### config.mk
export PLATFORM = sky130hd
export DESIGN_NAME = member_slot_table_core_flat
export DESIGN_NICKNAME = d
export VERILOG_FILES = /design/src/rtl/mst_pkg.sv /design/src/rtl/mst_if.sv /design/src/rtl/mst_ram.sv /design/src/rtl/mst_apb.sv /design/src/rtl/mst_engine.sv /design/src/rtl/member_slot_table_core.sv /design/src/flat_wrapper.sv
export VERILOG_INCLUDE_DIRS = /design/src /design/src/rtl
export SDC_FILE = /design/constraint.sdc
export NUM_CORES = 2
export LEC_CHECK = 0
export ABC_CLOCK_PERIOD_IN_PS = 8300
export BUFFER_PORTS_ARGS = -buffer_cell sky130_fd_sc_hd__buf_2
export CAP_MARGIN = 10
export CORE_MARGIN = 4
export CORE_UTILIZATION = 50
export CTS_BUF_LIST = sky130_fd_sc_hd__clkbuf_4 sky130_fd_sc_hd__clkbuf_8 sky130_fd_sc_hd__clkbuf_16
export CTS_CLUSTER_DIAMETER = 80
export DETAILED_ROUTE_END_ITERATION = 10
export HOLD_SLACK_MARGIN = 0.12
export PLACE_DENSITY = 0.7
export SLEW_MARGIN = 20
export SYNTH_ARGS = -nofsm -noshare
export SYNTH_HDL_FRONTEND = slang
export SYNTH_SLANG_ARGS = --single-unit
### constraint.sdc
create_clock -name i_clk -period 8.3 [get_ports i_clk]
set_input_delay 1.245 -clock i_clk [delete_from_list [all_inputs] [get_ports i_clk]]
set_output_delay 1.245 -clock i_clk [all_outputs]
set_load 0.03 [all_outputs]
### src/rtl/member_slot_table_core_defines.svh
// Assertion macros shared by the slot table RTL.
// MST_ASSERT_NOW checks the consequent in the same cycle as the antecedent,
// MST_ASSERT_NEXT checks it in the cycle after.
`ifndef MEMBER_SLOT_TABLE_CORE_DEFINES_SVH
`define MEMBER_SLOT_TABLE_CORE_DEFINES_SVH

`ifndef SYNTH
`define MST_ASSERT_NOW(lbl, clk, rstn, ante, cons, msg) \
    lbl: assert property (@(posedge clk) disable iff (!(rstn)) (ante) |-> (cons)) \
        else $error(msg);
`define MST_ASSERT_NEXT(lbl, clk, rstn, ante, cons, msg) \
    lbl: assert property (@(posedge clk) disable iff (!(rstn)) (ante) |=> (cons)) \
        else $error(msg);
`else
`define MST_ASSERT_NOW(lbl, clk, rstn, ante, cons, msg)
`define MST_ASSERT_NEXT(lbl, clk, rstn, ante, cons, msg)
`endif

`endif

### src/rtl/mst_pkg.sv
`timescale 1ns / 1ps
package mst_pkg;

    localparam int SLOTS     = 64;
    localparam int SLOT_W    = (SLOTS > 1) ? $clog2(SLOTS) : 1;
    localparam int CNT_W     = ($clog2(SLOTS + 1) > 7) ? $clog2(SLOTS + 1) : 7;
    localparam int SR_W      = 7;
    localparam int IDX_EXT_W = (SLOT_W > SR_W) ? SLOT_W : SR_W;
    localparam int ID_W      = 31;
    localparam int FOUND_W   = 32;
    localparam int FUNC_W    = 3;

    localparam logic [FOUND_W-1:0] NONE_ID = {FOUND_W{1'b1}};

    localparam logic [FUNC_W-1:0] F_INSERT      = 3'd0;
    localparam logic [FUNC_W-1:0] F_REMOVE_ID   = 3'd1;
    localparam logic [FUNC_W-1:0] F_REMOVE_SLOT = 3'd2;
    localparam logic [FUNC_W-1:0] F_CLEAR       = 3'd3;
    localparam logic [FUNC_W-1:0] F_TRIM        = 3'd4;
    localparam logic [FUNC_W-1:0] F_CONTAINS    = 3'd5;
    localparam logic [FUNC_W-1:0] F_NTH         = 3'd6;

    localparam int APB_AW = 3;
    localparam logic REG_DESIRED_COUNT = 1'b0;

    typedef struct packed {
        logic              we;
        logic [SLOT_W-1:0] waddr;
        logic [ID_W-1:0]   wdata;
        logic [SLOT_W-1:0] raddr;
    } t_ram_req;

endpackage

### src/rtl/mst_if.sv
`timescale 1ns / 1ps
interface mst_req_if;
    logic                       valid;
    logic                       ready;
    logic [mst_pkg::FUNC_W-1:0] func;
    logic [mst_pkg::ID_W-1:0]   member_id;
    logic [mst_pkg::SR_W-1:0]   slot_or_rank;

    modport source (output valid, func, member_id, slot_or_rank, input ready);
    modport sink   (input valid, func, member_id, slot_or_rank, output ready);
endinterface

interface mst_rsp_if;
    logic                              valid;
    logic                              ready;
    logic                              ok;
    logic signed [mst_pkg::FOUND_W-1:0] found_id;
    logic [6:0]                        member_count;

    modport source (output valid, ok, found_id, member_count, input ready);
    modport sink   (input valid, ok, found_id, member_count, output ready);
endinterface

### src/rtl/mst_ram.sv
`timescale 1ns / 1ps
module mst_ram #(
    parameter int DEPTH = 64,
    parameter int WIDTH = 31
) (
    input  logic                                       i_clk,
    input  logic                                       i_we,
    input  logic [((DEPTH > 1) ? $clog2(DEPTH) : 1)-1:0] i_waddr,
    input  logic [WIDTH-1:0]                           i_wdata,
    input  logic [((DEPTH > 1) ? $clog2(DEPTH) : 1)-1:0] i_raddr,
    output logic [WIDTH-1:0]                           o_rdata
);

    logic [WIDTH-1:0] r_mem [DEPTH];
    logic [WIDTH-1:0] r_rdata;

    always_ff @(posedge i_clk) begin
        if (i_we) begin
            r_mem[i_waddr] <= i_wdata;
        end
        r_rdata <= r_mem[i_raddr];
    end

    assign o_rdata = r_rdata;

endmodule

### src/rtl/mst_apb.sv
`timescale 1ns / 1ps
module mst_apb (
    input  logic                       i_clk,
    input  logic                       i_rst_n,
    input  logic                       psel,
    input  logic                       penable,
    input  logic                       pwrite,
    input  logic [mst_pkg::APB_AW-1:0] paddr,
    input  logic [31:0]                pwdata,
    output logic [31:0]                prdata,
    output logic                       pready,
    output logic [6:0]                 o_desired_count
);

    logic [6:0] r_desired;
    logic       reg_sel;

    // register index is the word address
    assign reg_sel = (paddr[2] == mst_pkg::REG_DESIRED_COUNT);

    always_ff @(posedge i_clk) begin
        if (!i_rst_n) begin
            r_desired <= '0;
        end else if (psel && penable && pwrite && reg_sel) begin
            r_desired <= pwdata[6:0];
        end
    end

    assign pready          = 1'b1;
    assign prdata          = reg_sel ? {25'd0, r_desired} : 32'd0;
    assign o_desired_count = r_desired;

endmodule

### src/rtl/mst_engine.sv
`timescale 1ns / 1ps
`include "member_slot_table_core_defines.svh"
module mst_engine (
    input  logic                           i_clk,
    input  logic                           i_rst_n,
    mst_req_if.sink                        i_req,
    mst_rsp_if.source                      o_rsp,
    input  logic [6:0]                     i_desired_count,
    output mst_pkg::t_ram_req              o_ram,
    input  logic [mst_pkg::ID_W-1:0]       i_ram_rdata
);

    localparam int SLOTS   = mst_pkg::SLOTS;
    localparam int SLOT_W  = mst_pkg::SLOT_W;
    localparam int CNT_W   = mst_pkg::CNT_W;
    localparam int ID_W    = mst_pkg::ID_W;
    localparam int FOUND_W = mst_pkg::FOUND_W;
    localparam int XW      = mst_pkg::IDX_EXT_W;

    localparam logic [1:0] ST_IDLE = 2'd0;
    localparam logic [1:0] ST_SCAN = 2'd1;
    localparam logic [1:0] ST_HOLD = 2'd2;

    // control state
    logic [1:0]              r_state, n_state;
    logic [SLOTS-1:0]        r_used, n_used;
    logic [CNT_W-1:0]        r_count, n_count;
    logic                    r_s1_run, n_s1_run;
    logic                    r_p_go, n_p_go;
    logic                    r_out_vld, n_out_vld;

    // payload
    logic [mst_pkg::FUNC_W-1:0] r_func, n_func;
    logic [ID_W-1:0]         r_id, n_id;
    logic [mst_pkg::SR_W-1:0] r_rank, n_rank;
    logic                    r_trim_ok, n_trim_ok;
    logic [SLOT_W-1:0]       r_idx, n_idx;
    logic [SLOT_W-1:0]       r_p_idx, n_p_idx;
    logic                    r_p_used, n_p_used;
    logic                    r_p_last, n_p_last;
    logic [CNT_W-1:0]        r_seen, n_seen;
    logic                    r_hold_ok, n_hold_ok;
    logic [FOUND_W-1:0]      r_hold_found, n_hold_found;
    logic [6:0]              r_hold_count, n_hold_count;
    logic                    r_out_ok, n_out_ok;
    logic [FOUND_W-1:0]      r_out_found, n_out_found;
    logic [6:0]              r_out_count, n_out_count;

    logic                    fin;
    logic                    f_ok;
    logic [FOUND_W-1:0]      f_found;
    logic                    out_free;
    logic                    slot_hit;
    logic [CNT_W-1:0]        desired_ext;
    logic [XW-1:0]           sr_ext;
    logic                    sr_in_range;
    logic [SLOT_W-1:0]       sr_idx;
    logic                    acc;

    assign i_req.ready = (r_state == ST_IDLE);
    assign acc         = i_req.valid && (r_state == ST_IDLE);
    assign out_free    = !r_out_vld || o_rsp.ready;
    assign slot_hit    = r_p_used && (i_ram_rdata == r_id);
    assign desired_ext = CNT_W'(i_desired_count);
    assign sr_ext      = XW'(i_req.slot_or_rank);
    assign sr_in_range = {1'b0, sr_ext} < (XW + 1)'(SLOTS);
    assign sr_idx      = sr_ext[SLOT_W-1:0];

    always_comb begin
        n_state      = r_state;
        n_used       = r_used;
        n_count      = r_count;
        n_s1_run     = r_s1_run;
        n_p_go       = r_p_go;
        n_func       = r_func;
        n_id         = r_id;
        n_rank       = r_rank;
        n_trim_ok    = r_trim_ok;
        n_idx        = r_idx;
        n_p_idx      = r_p_idx;
        n_p_used     = r_p_used;
        n_p_last     = r_p_last;
        n_seen       = r_seen;
        n_hold_ok    = r_hold_ok;
        n_hold_found = r_hold_found;
        n_hold_count = r_hold_count;
        n_out_ok     = r_out_ok;
        n_out_found  = r_out_found;
        n_out_count  = r_out_count;
        n_out_vld    = r_out_vld && !o_rsp.ready;
        fin          = 1'b0;
        f_ok         = 1'b0;
        f_found      = mst_pkg::NONE_ID;
        o_ram.we     = 1'b0;
        o_ram.waddr  = r_p_idx;
        o_ram.wdata  = r_id;
        o_ram.raddr  = r_idx;

        case (r_state)
            ST_IDLE: begin
                if (i_req.valid) begin
                    case (i_req.func)
                        mst_pkg::F_INSERT, mst_pkg::F_REMOVE_ID, mst_pkg::F_TRIM,
                        mst_pkg::F_CONTAINS, mst_pkg::F_NTH: begin
                            n_state   = ST_SCAN;
                            n_s1_run  = 1'b1;
                            n_p_go    = 1'b0;
                            n_idx     = '0;
                            n_seen    = '0;
                            n_func    = i_req.func;
                            n_id      = i_req.member_id;
                            n_rank    = i_req.slot_or_rank;
                            n_trim_ok = desired_ext < r_count;
                        end
                        mst_pkg::F_REMOVE_SLOT: begin
                            fin = 1'b1;
                            if (sr_in_range && r_used[sr_idx]) begin
                                n_used[sr_idx] = 1'b0;
                                n_count        = r_count - CNT_W'(1);
                                f_ok           = 1'b1;
                            end
                        end
                        mst_pkg::F_CLEAR: begin
                            fin     = 1'b1;
                            n_used  = '0;
                            n_count = '0;
                            f_ok    = 1'b1;
                        end
                        default: begin
                            fin = 1'b1;
                        end
                    endcase
                end
            end
            ST_SCAN: begin
                // issue: read one slot per cycle
                if (r_s1_run) begin
                    n_p_go   = 1'b1;
                    n_p_idx  = r_idx;
                    n_p_used = r_used[r_idx];
                    n_p_last = (r_idx == SLOT_W'(SLOTS - 1));
                    n_idx    = r_idx + SLOT_W'(1);
                    if (r_idx == SLOT_W'(SLOTS - 1)) begin
                        n_s1_run = 1'b0;
                    end
                end else begin
                    n_p_go = 1'b0;
                end
                // evaluate: slot data is back from the memory
                if (r_p_go) begin
                    case (r_func)
                        mst_pkg::F_INSERT: begin
                            if (!r_p_used) begin
                                o_ram.we          = 1'b1;
                                n_used[r_p_idx]   = 1'b1;
                                n_count           = r_count + CNT_W'(1);
                                fin               = 1'b1;
                                f_ok              = 1'b1;
                            end
                        end
                        mst_pkg::F_REMOVE_ID: begin
                            if (slot_hit) begin
                                n_used[r_p_idx] = 1'b0;
                                n_count         = r_count - CNT_W'(1);
                                fin             = 1'b1;
                                f_ok            = 1'b1;
                            end
                        end
                        mst_pkg::F_CONTAINS: begin
                            if (slot_hit) begin
                                fin  = 1'b1;
                                f_ok = 1'b1;
                            end
                        end
                        mst_pkg::F_TRIM: begin
                            if (r_p_used && (desired_ext < r_count)) begin
                                n_used[r_p_idx] = 1'b0;
                                n_count         = r_count - CNT_W'(1);
                            end
                        end
                        mst_pkg::F_NTH: begin
                            if (r_p_used) begin
                                if (r_seen == CNT_W'(r_rank)) begin
                                    fin     = 1'b1;
                                    f_ok    = 1'b1;
                                    f_found = {1'b0, i_ram_rdata};
                                end else begin
                                    n_seen = r_seen + CNT_W'(1);
                                end
                            end
                        end
                        default: begin
                        end
                    endcase
                    if (!fin && r_p_last) begin
                        fin  = 1'b1;
                        f_ok = (r_func == mst_pkg::F_TRIM) && r_trim_ok;
                    end
                end
                if (fin) begin
                    n_s1_run = 1'b0;
                    n_p_go   = 1'b0;
                end
            end
            ST_HOLD: begin
                if (out_free) begin
                    n_out_vld   = 1'b1;
                    n_out_ok    = r_hold_ok;
                    n_out_found = r_hold_found;
                    n_out_count = r_hold_count;
                    n_state     = ST_IDLE;
                end
            end
            default: begin
                n_state = ST_IDLE;
            end
        endcase

        // drop the result into the output register, or park it
        if (fin) begin
            if (out_free) begin
                n_out_vld   = 1'b1;
                n_out_ok    = f_ok;
                n_out_found = f_found;
                n_out_count = n_count[6:0];
                n_state     = ST_IDLE;
            end else begin
                n_hold_ok    = f_ok;
                n_hold_found = f_found;
                n_hold_count = n_count[6:0];
                n_state      = ST_HOLD;
            end
        end
    end

    always_ff @(posedge i_clk) begin
        if (!i_rst_n) begin
            r_state   <= ST_IDLE;
            r_used    <= '0;
            r_count   <= '0;
            r_s1_run  <= 1'b0;
            r_p_go    <= 1'b0;
            r_out_vld <= 1'b0;
        end else begin
            r_state   <= n_state;
            r_used    <= n_used;
            r_count   <= n_count;
            r_s1_run  <= n_s1_run;
            r_p_go    <= n_p_go;
            r_out_vld <= n_out_vld;
        end
    end

    always_ff @(posedge i_clk) begin
        r_func       <= n_func;
        r_id         <= n_id;
        r_rank       <= n_rank;
        r_trim_ok    <= n_trim_ok;
        r_idx        <= n_idx;
        r_p_idx      <= n_p_idx;
        r_p_used     <= n_p_used;
        r_p_last     <= n_p_last;
        r_seen       <= n_seen;
        r_hold_ok    <= n_hold_ok;
        r_hold_found <= n_hold_found;
        r_hold_count <= n_hold_count;
        r_out_ok     <= n_out_ok;
        r_out_found  <= n_out_found;
        r_out_count  <= n_out_count;
    end

    assign o_rsp.valid        = r_out_vld;
    assign o_rsp.ok           = r_out_ok;
    assign o_rsp.found_id     = r_out_found;
    assign o_rsp.member_count = r_out_count;

    `MST_ASSERT_NOW(a_count_range, i_clk, i_rst_n, 1'b1, r_count <= CNT_W'(SLOTS), "count above table size")
    `MST_ASSERT_NOW(a_insert_free, i_clk, i_rst_n, o_ram.we, !r_used[r_p_idx], "insert overwrites a used slot")
    `MST_ASSERT_NOW(a_hold_out, i_clk, i_rst_n, r_state == ST_HOLD, r_out_vld, "parked result with empty output")
    `MST_ASSERT_NEXT(a_accept_busy, i_clk, i_rst_n, acc, (r_state != ST_IDLE) || r_out_vld, "accepted word left no trace")

endmodule

### src/rtl/member_slot_table_core.sv
`timescale 1ns / 1ps
// Channel   Dir  Handshake          Word
// i_req     in   valid/ready        func, member_id, slot_or_rank
// o_rsp     out  valid/ready        ok, found_id, member_count
// apb       in   psel/penable/pwrite desired_count at byte address 0
//
// Insert, remove by id, trim, contains and nth walk the id memory one slot per
// cycle through its single read port and answer at the end of the walk
// (earlier when a hit ends the walk early).
// Remove by slot, clear and unused codes skip the walk and go straight to the output register.
// Reset is synchronous and clears the occupancy bits and count at once; the id
// memory itself needs no clearing pass.
// One word is in work at a time; a finished result is parked while o_rsp stalls.
module member_slot_table_core (
    input  logic                       i_clk,
    input  logic                       i_rst_n,
    mst_req_if.sink                    i_req,
    mst_rsp_if.source                  o_rsp,
    input  logic                       psel,
    input  logic                       penable,
    input  logic                       pwrite,
    input  logic [mst_pkg::APB_AW-1:0] paddr,
    input  logic [31:0]                pwdata,
    output logic [31:0]                prdata,
    output logic                       pready
);

    logic [6:0]                 desired_count;
    mst_pkg::t_ram_req          ram_req;
    logic [mst_pkg::ID_W-1:0]   ram_rdata;

    // configuration register
    mst_apb u_apb (
        .i_clk           (i_clk),
        .i_rst_n         (i_rst_n),
        .psel            (psel),
        .penable         (penable),
        .pwrite          (pwrite),
        .paddr           (paddr),
        .pwdata          (pwdata),
        .prdata          (prdata),
        .pready          (pready),
        .o_desired_count (desired_count)
    );

    // id store: one write and one registered read per cycle
    mst_ram #(
        .DEPTH (mst_pkg::SLOTS),
        .WIDTH (mst_pkg::ID_W)
    ) u_ram (
        .i_clk   (i_clk),
        .i_we    (ram_req.we),
        .i_waddr (ram_req.waddr),
        .i_wdata (ram_req.wdata),
        .i_raddr (ram_req.raddr),
        .o_rdata (ram_rdata)
    );

    // scan sequencer, occupancy bits, count and result register
    mst_engine u_engine (
        .i_clk           (i_clk),
        .i_rst_n         (i_rst_n),
        .i_req           (i_req),
        .o_rsp           (o_rsp),
        .i_desired_count (desired_count),
        .o_ram           (ram_req),
        .i_ram_rdata     (ram_rdata)
    );

endmodule

### src/flat_wrapper.sv
// flat-port wrapper written by rule: the top's interface ports become plain ports
module member_slot_table_core_flat 
  (i_clk, i_rst_n, psel, penable, pwrite, paddr, pwdata, prdata, pready, i_req_valid, i_req_func, i_req_member_id, i_req_slot_or_rank, i_req_ready, o_rsp_valid, o_rsp_ok, o_rsp_found_id, o_rsp_member_count, o_rsp_ready);
  mst_req_if i_req_i ();
  mst_rsp_if o_rsp_i ();
  input  logic i_clk;
  input  logic i_rst_n;
  input  logic psel;
  input  logic penable;
  input  logic pwrite;
  input  logic [mst_pkg::APB_AW-1:0] paddr;
  input  logic [31:0] pwdata;
  output logic [31:0] prdata;
  output logic pready;
  input wire logic [$bits(i_req_i.valid)-1:0] i_req_valid;
  input wire logic [$bits(i_req_i.func)-1:0] i_req_func;
  input wire logic [$bits(i_req_i.member_id)-1:0] i_req_member_id;
  input wire logic [$bits(i_req_i.slot_or_rank)-1:0] i_req_slot_or_rank;
  output wire logic [$bits(i_req_i.ready)-1:0] i_req_ready;
  output wire logic [$bits(o_rsp_i.valid)-1:0] o_rsp_valid;
  output wire logic [$bits(o_rsp_i.ok)-1:0] o_rsp_ok;
  output wire logic [$bits(o_rsp_i.found_id)-1:0] o_rsp_found_id;
  output wire logic [$bits(o_rsp_i.member_count)-1:0] o_rsp_member_count;
  input wire logic [$bits(o_rsp_i.ready)-1:0] o_rsp_ready;
  assign i_req_i.valid = i_req_valid;
  assign i_req_i.func = i_req_func;
  assign i_req_i.member_id = i_req_member_id;
  assign i_req_i.slot_or_rank = i_req_slot_or_rank;
  assign i_req_ready = i_req_i.ready;
  assign o_rsp_valid = o_rsp_i.valid;
  assign o_rsp_ok = o_rsp_i.ok;
  assign o_rsp_found_id = o_rsp_i.found_id;
  assign o_rsp_member_count = o_rsp_i.member_count;
  assign o_rsp_i.ready = o_rsp_ready;
  member_slot_table_core u_core (.i_clk(i_clk), .i_rst_n(i_rst_n), .i_req(i_req_i), .o_rsp(o_rsp_i), .psel(psel), .penable(penable), .pwrite(pwrite), .paddr(paddr), .pwdata(pwdata), .prdata(prdata), .pready(pready));
endmodule
==> flow_metrics.tcl <==
set metrics [dict create \
    status "finished clean" \
    via_per_inst 6.48 \
    ys_ff_latch 2241 \
    nNetsFinal 4495 \
    fp-row-count 153 \
    grt_pass1_vias 43500 \
    die_h_um 427 \
    ys_seq_area_share_pct 74.7 \
    synth-edff-count 2087 \
    async_flop_share_pct 0 \
    slew_violations 0 \
    first_pass_iters 5 \
    drive_above_1_share_pct 30.8 \
    path_clk_slew_ns 0.06 \
    io_pins 158 \
    critPathMaxStageDelay_ns 0.66 \
    cts_tree "yes" \
    cts-root-buf "clkbuf_16" \
    cts.sinks 2241 \
    drt_wl_total_mm 233 \
    place.gp.congestion 0.869 \
    power.total_uw 23700 \
    vias 44800 \
    fin_setup_tns_ns 0 \
    powerDensity_nw_per_um2 239 \
    worstPathArrival_ns 5.21 \
    yosys.area.top_type_share_pct 71.2 \
    clk_latency_ns 0.86 \
    relSlewSlack_pct 24.4 \
    rsz0062_at_grt "no" \
    cp.required_ns 9.03 \
    post_cts_resized 0 \
    ant_nets 0 \
    grt_pass1_wl_mm 330 \
    die_x_um 427 \
    grt_antenna_before_repair 18 \
    wl_per_cell_um 33.7 \
    period_share_pct 54.0 \
    cp_slowest_cell "or4b_1" \
    initial_core_util_pct 50.4 \
    drt_iter0_markers 6116 \
    grt_max_degree 143 \
    hp-class "reg2reg" \
    peakVddDrop_mv 0.195 \
    synthCells 4170 \
    min_period_ns 4.48 \
    avgSynthCellArea_um2 21.1 \
    instances_no_fill 6916 \
    dp_hpwl_mm 123 \
    syn2layout_area_growth_pct 12.7 \
    dieArea_um2 183000 \
    cts_buffer_depth 3 \
    portBuffers 104 \
    setup_viol 0 \
    ys_warn_count 0 \
    route.detailed.drc 0 \
    drv_cap 0 \
    synthTopCellsByArea "edfxtp_1 71%, mux4_2 17%, dfxtp_1 3.5%, clkbuf_1 0.79%, a21oi_1 0.68%" \
    cp_cell_sequence "buf_4 -> xnor2_1 -> nand4_1 -> nor4_1 -> a41oi_1 -> or4b_1 -> a221oi_4 -> buf_4 -> o21ai_0 -> o21ai_0 -> a21boi_0" \
    tightest_slew_ns 1.13 \
    coreArea_um2 174000 \
    synth_area_um2 88000 \
    critPathCaptureType "register" \
    crit_type "reg2reg" \
    cts_post_setup_buffers_inserted 0 \
    critPathMaxFanout 65 \
    cts_hold_buffers 0 \
    cts_buffers 216 \
    htree_levels 4 \
    place_inst 6509 \
    ys.flop_type "edfxtp_1" \
    globalRouteOverflowTotal 0 \
    synth_area_leader_cell "edfxtp_1" \
    skew_ns 0.0393 \
    holdWs_ns 0.510 \
    grt_usage_pct 25.7 \
    hold_viol 0 \
    power_leakage_uw 0.0309 \
    yosysUniqueCellTypes 70 \
    crit_path_start_kind "register" \
    fmax_ghz 0.223 \
]
[registers in the layout, summed over array words and instances (netlist names), 31 cells and up, named ones only]
register and cells:
u_core.u_engine.r_id 31, u_core.u_engine.r_hold_found 32, u_core.u_engine.o_rsp.found_id 32, u_core.u_ram.r_mem 1984, u_core.u_ram.o_rdata 31
[path summary, 6_finish.rpt]
| path | from | to | slack [ns] | cells past startpoint |
|---|---|---|---|---|
| max | u_core.u_engine.r_id[7] | register | 3.82 | 11 |
| min | register | register | 0.51 | 2 |
| max reg2reg | u_core.u_engine.r_id[7] | register | 3.82 | 11 |
| min reg2reg | register | register | 0.51 | 2 |
[worst max-delay path, delay by kind of cell, from the launching register on]
kind                      cells  cell delay [ns]
and+or+nand+nor               3             1.35
AOI/OAI and AO/OA             5             1.21
buffers and inverters         2             0.93
xor gates and xnor gates      1             0.44
DFF                           1             0.36
[cell usage in the layout, fill, tap and decap left out, types with 8 or more instances in the layout]
master     synthesis  final
mux2i_1           44     44
and3_1            12     11
mux4_2           672    672
xor2_1             9      9
nor3_1            63     10
conb_1             2     26
inv_2              1     10
clkbuf_4           0     63
o21a_1            27     27
o211ai_1          42     42
clkinv_2           0     26
edfxtp_1        2087   2087
nor2b_1           69     68
nand2b_1          17     17
buf_12             0      9
buf_4             31    146
or3b_2             9      9
or2_2             31     31
nor2_1           124    123
bufinv_16          0     14
a21oi_1          120    120
dfxtp_1          154    154
and2_1            12     12
clkbuf_16          0    218
inv_1             32     21
nand3_1           23     22
nand2_1           67     65
nor3_2             0     53
xnor2_1           35     35
buf_2             10    104
nand4_1           11     11
o21ai_0           88     88
clkinv_1           1     47
a21boi_0          15     15
ha_1              10     10
a31oi_1            8      8
nand3b_1          22     22
clkbuf_8           0     14
[layout make-up]
class                   instances  area (um^2)
fillers                     12500        75300
multi-input cells            1649        21400
flip-flops and latches       2241        65800
clock buffers                 295         6120
well taps                    2325         2910
inverters                      34          131
repair buffers                260         1820
diodes                          4         10.0
clock inverters               108         1010
[per-stage QoR]
stage	instance area (um^2)	worst slack [ns]	util, %
after floorplan	88100	3.86	-
after global placement	91900	3.22	52.7
after detailed placement	92000	3.10	52.7
after CTS	99100	4.03	56.8
after global routing	99100	3.70	56.8
final	99100	3.82	56.8
[metal layers]
metal  vias to the layer above  GRT usage, %  share of wire [%]
li1                      17800             -                  -
met1                     23700          36.8                 38
met2                      2808          38.5                 46
met3                       427          6.82                 12
met4                         4          9.48                3.8
met5                         -             0              0.013
[cells by family after synthesis]
kind of cell    share of synthesized area, %
flops                                   74.7
simple gates                            2.83
other cells                          0.00854
mux                                     17.8
compound gates                          2.61
xor+xnor                               0.438
buf+inv                                 1.45
fa+ha+maj                              0.142
[synthesized netlist by cell type (3+ instances only)]
| library cell | instances |
|---|---|
| nor3_1 | 63 |
| and2_1 | 12 |
| a22o_1 | 4 |
| o21ai_1 | 5 |
| xor2_1 | 9 |
| edfxtp_1 | 2087 |
| clkbuf_1 | 184 |
| a211oi_1 | 4 |
| xnor2_1 | 35 |
| nor4_1 | 5 |
| o22ai_1 | 6 |
| or3_1 | 4 |
| mux4_2 | 672 |
| inv_1 | 32 |
| nand2b_1 | 17 |
| a31o_2 | 4 |
| o21a_1 | 27 |
| o21ai_0 | 88 |
| o22a_1 | 6 |
| mux2_2 | 5 |
| nand3b_1 | 22 |
| buf_4 | 31 |
| nor2_1 | 124 |
| buf_2 | 10 |
| a21boi_0 | 15 |
| o211ai_1 | 42 |
| nand2_1 | 67 |
| or3b_2 | 9 |
| mux2i_1 | 44 |
| a21oi_1 | 120 |
| nand3_1 | 23 |
| dfxtp_1 | 154 |
| or2_2 | 31 |
| o211a_1 | 3 |
| o32ai_1 | 3 |
| nor2b_1 | 69 |
| nor3b_1 | 3 |
| a31oi_1 | 8 |
| nand4_1 | 11 |
| a221oi_1 | 4 |
| o41ai_1 | 3 |
| ha_1 | 10 |
| a32oi_1 | 3 |
| and3_1 | 12 |
| buf_1 | 44 |
[where the power goes]
group	total, uW	switching (uW)	internal (uW)
Sequential	12500	127	12400
Clock	9770	4170	5610
Combinational	1420	823	598
(Power assumes the default switching activity.)
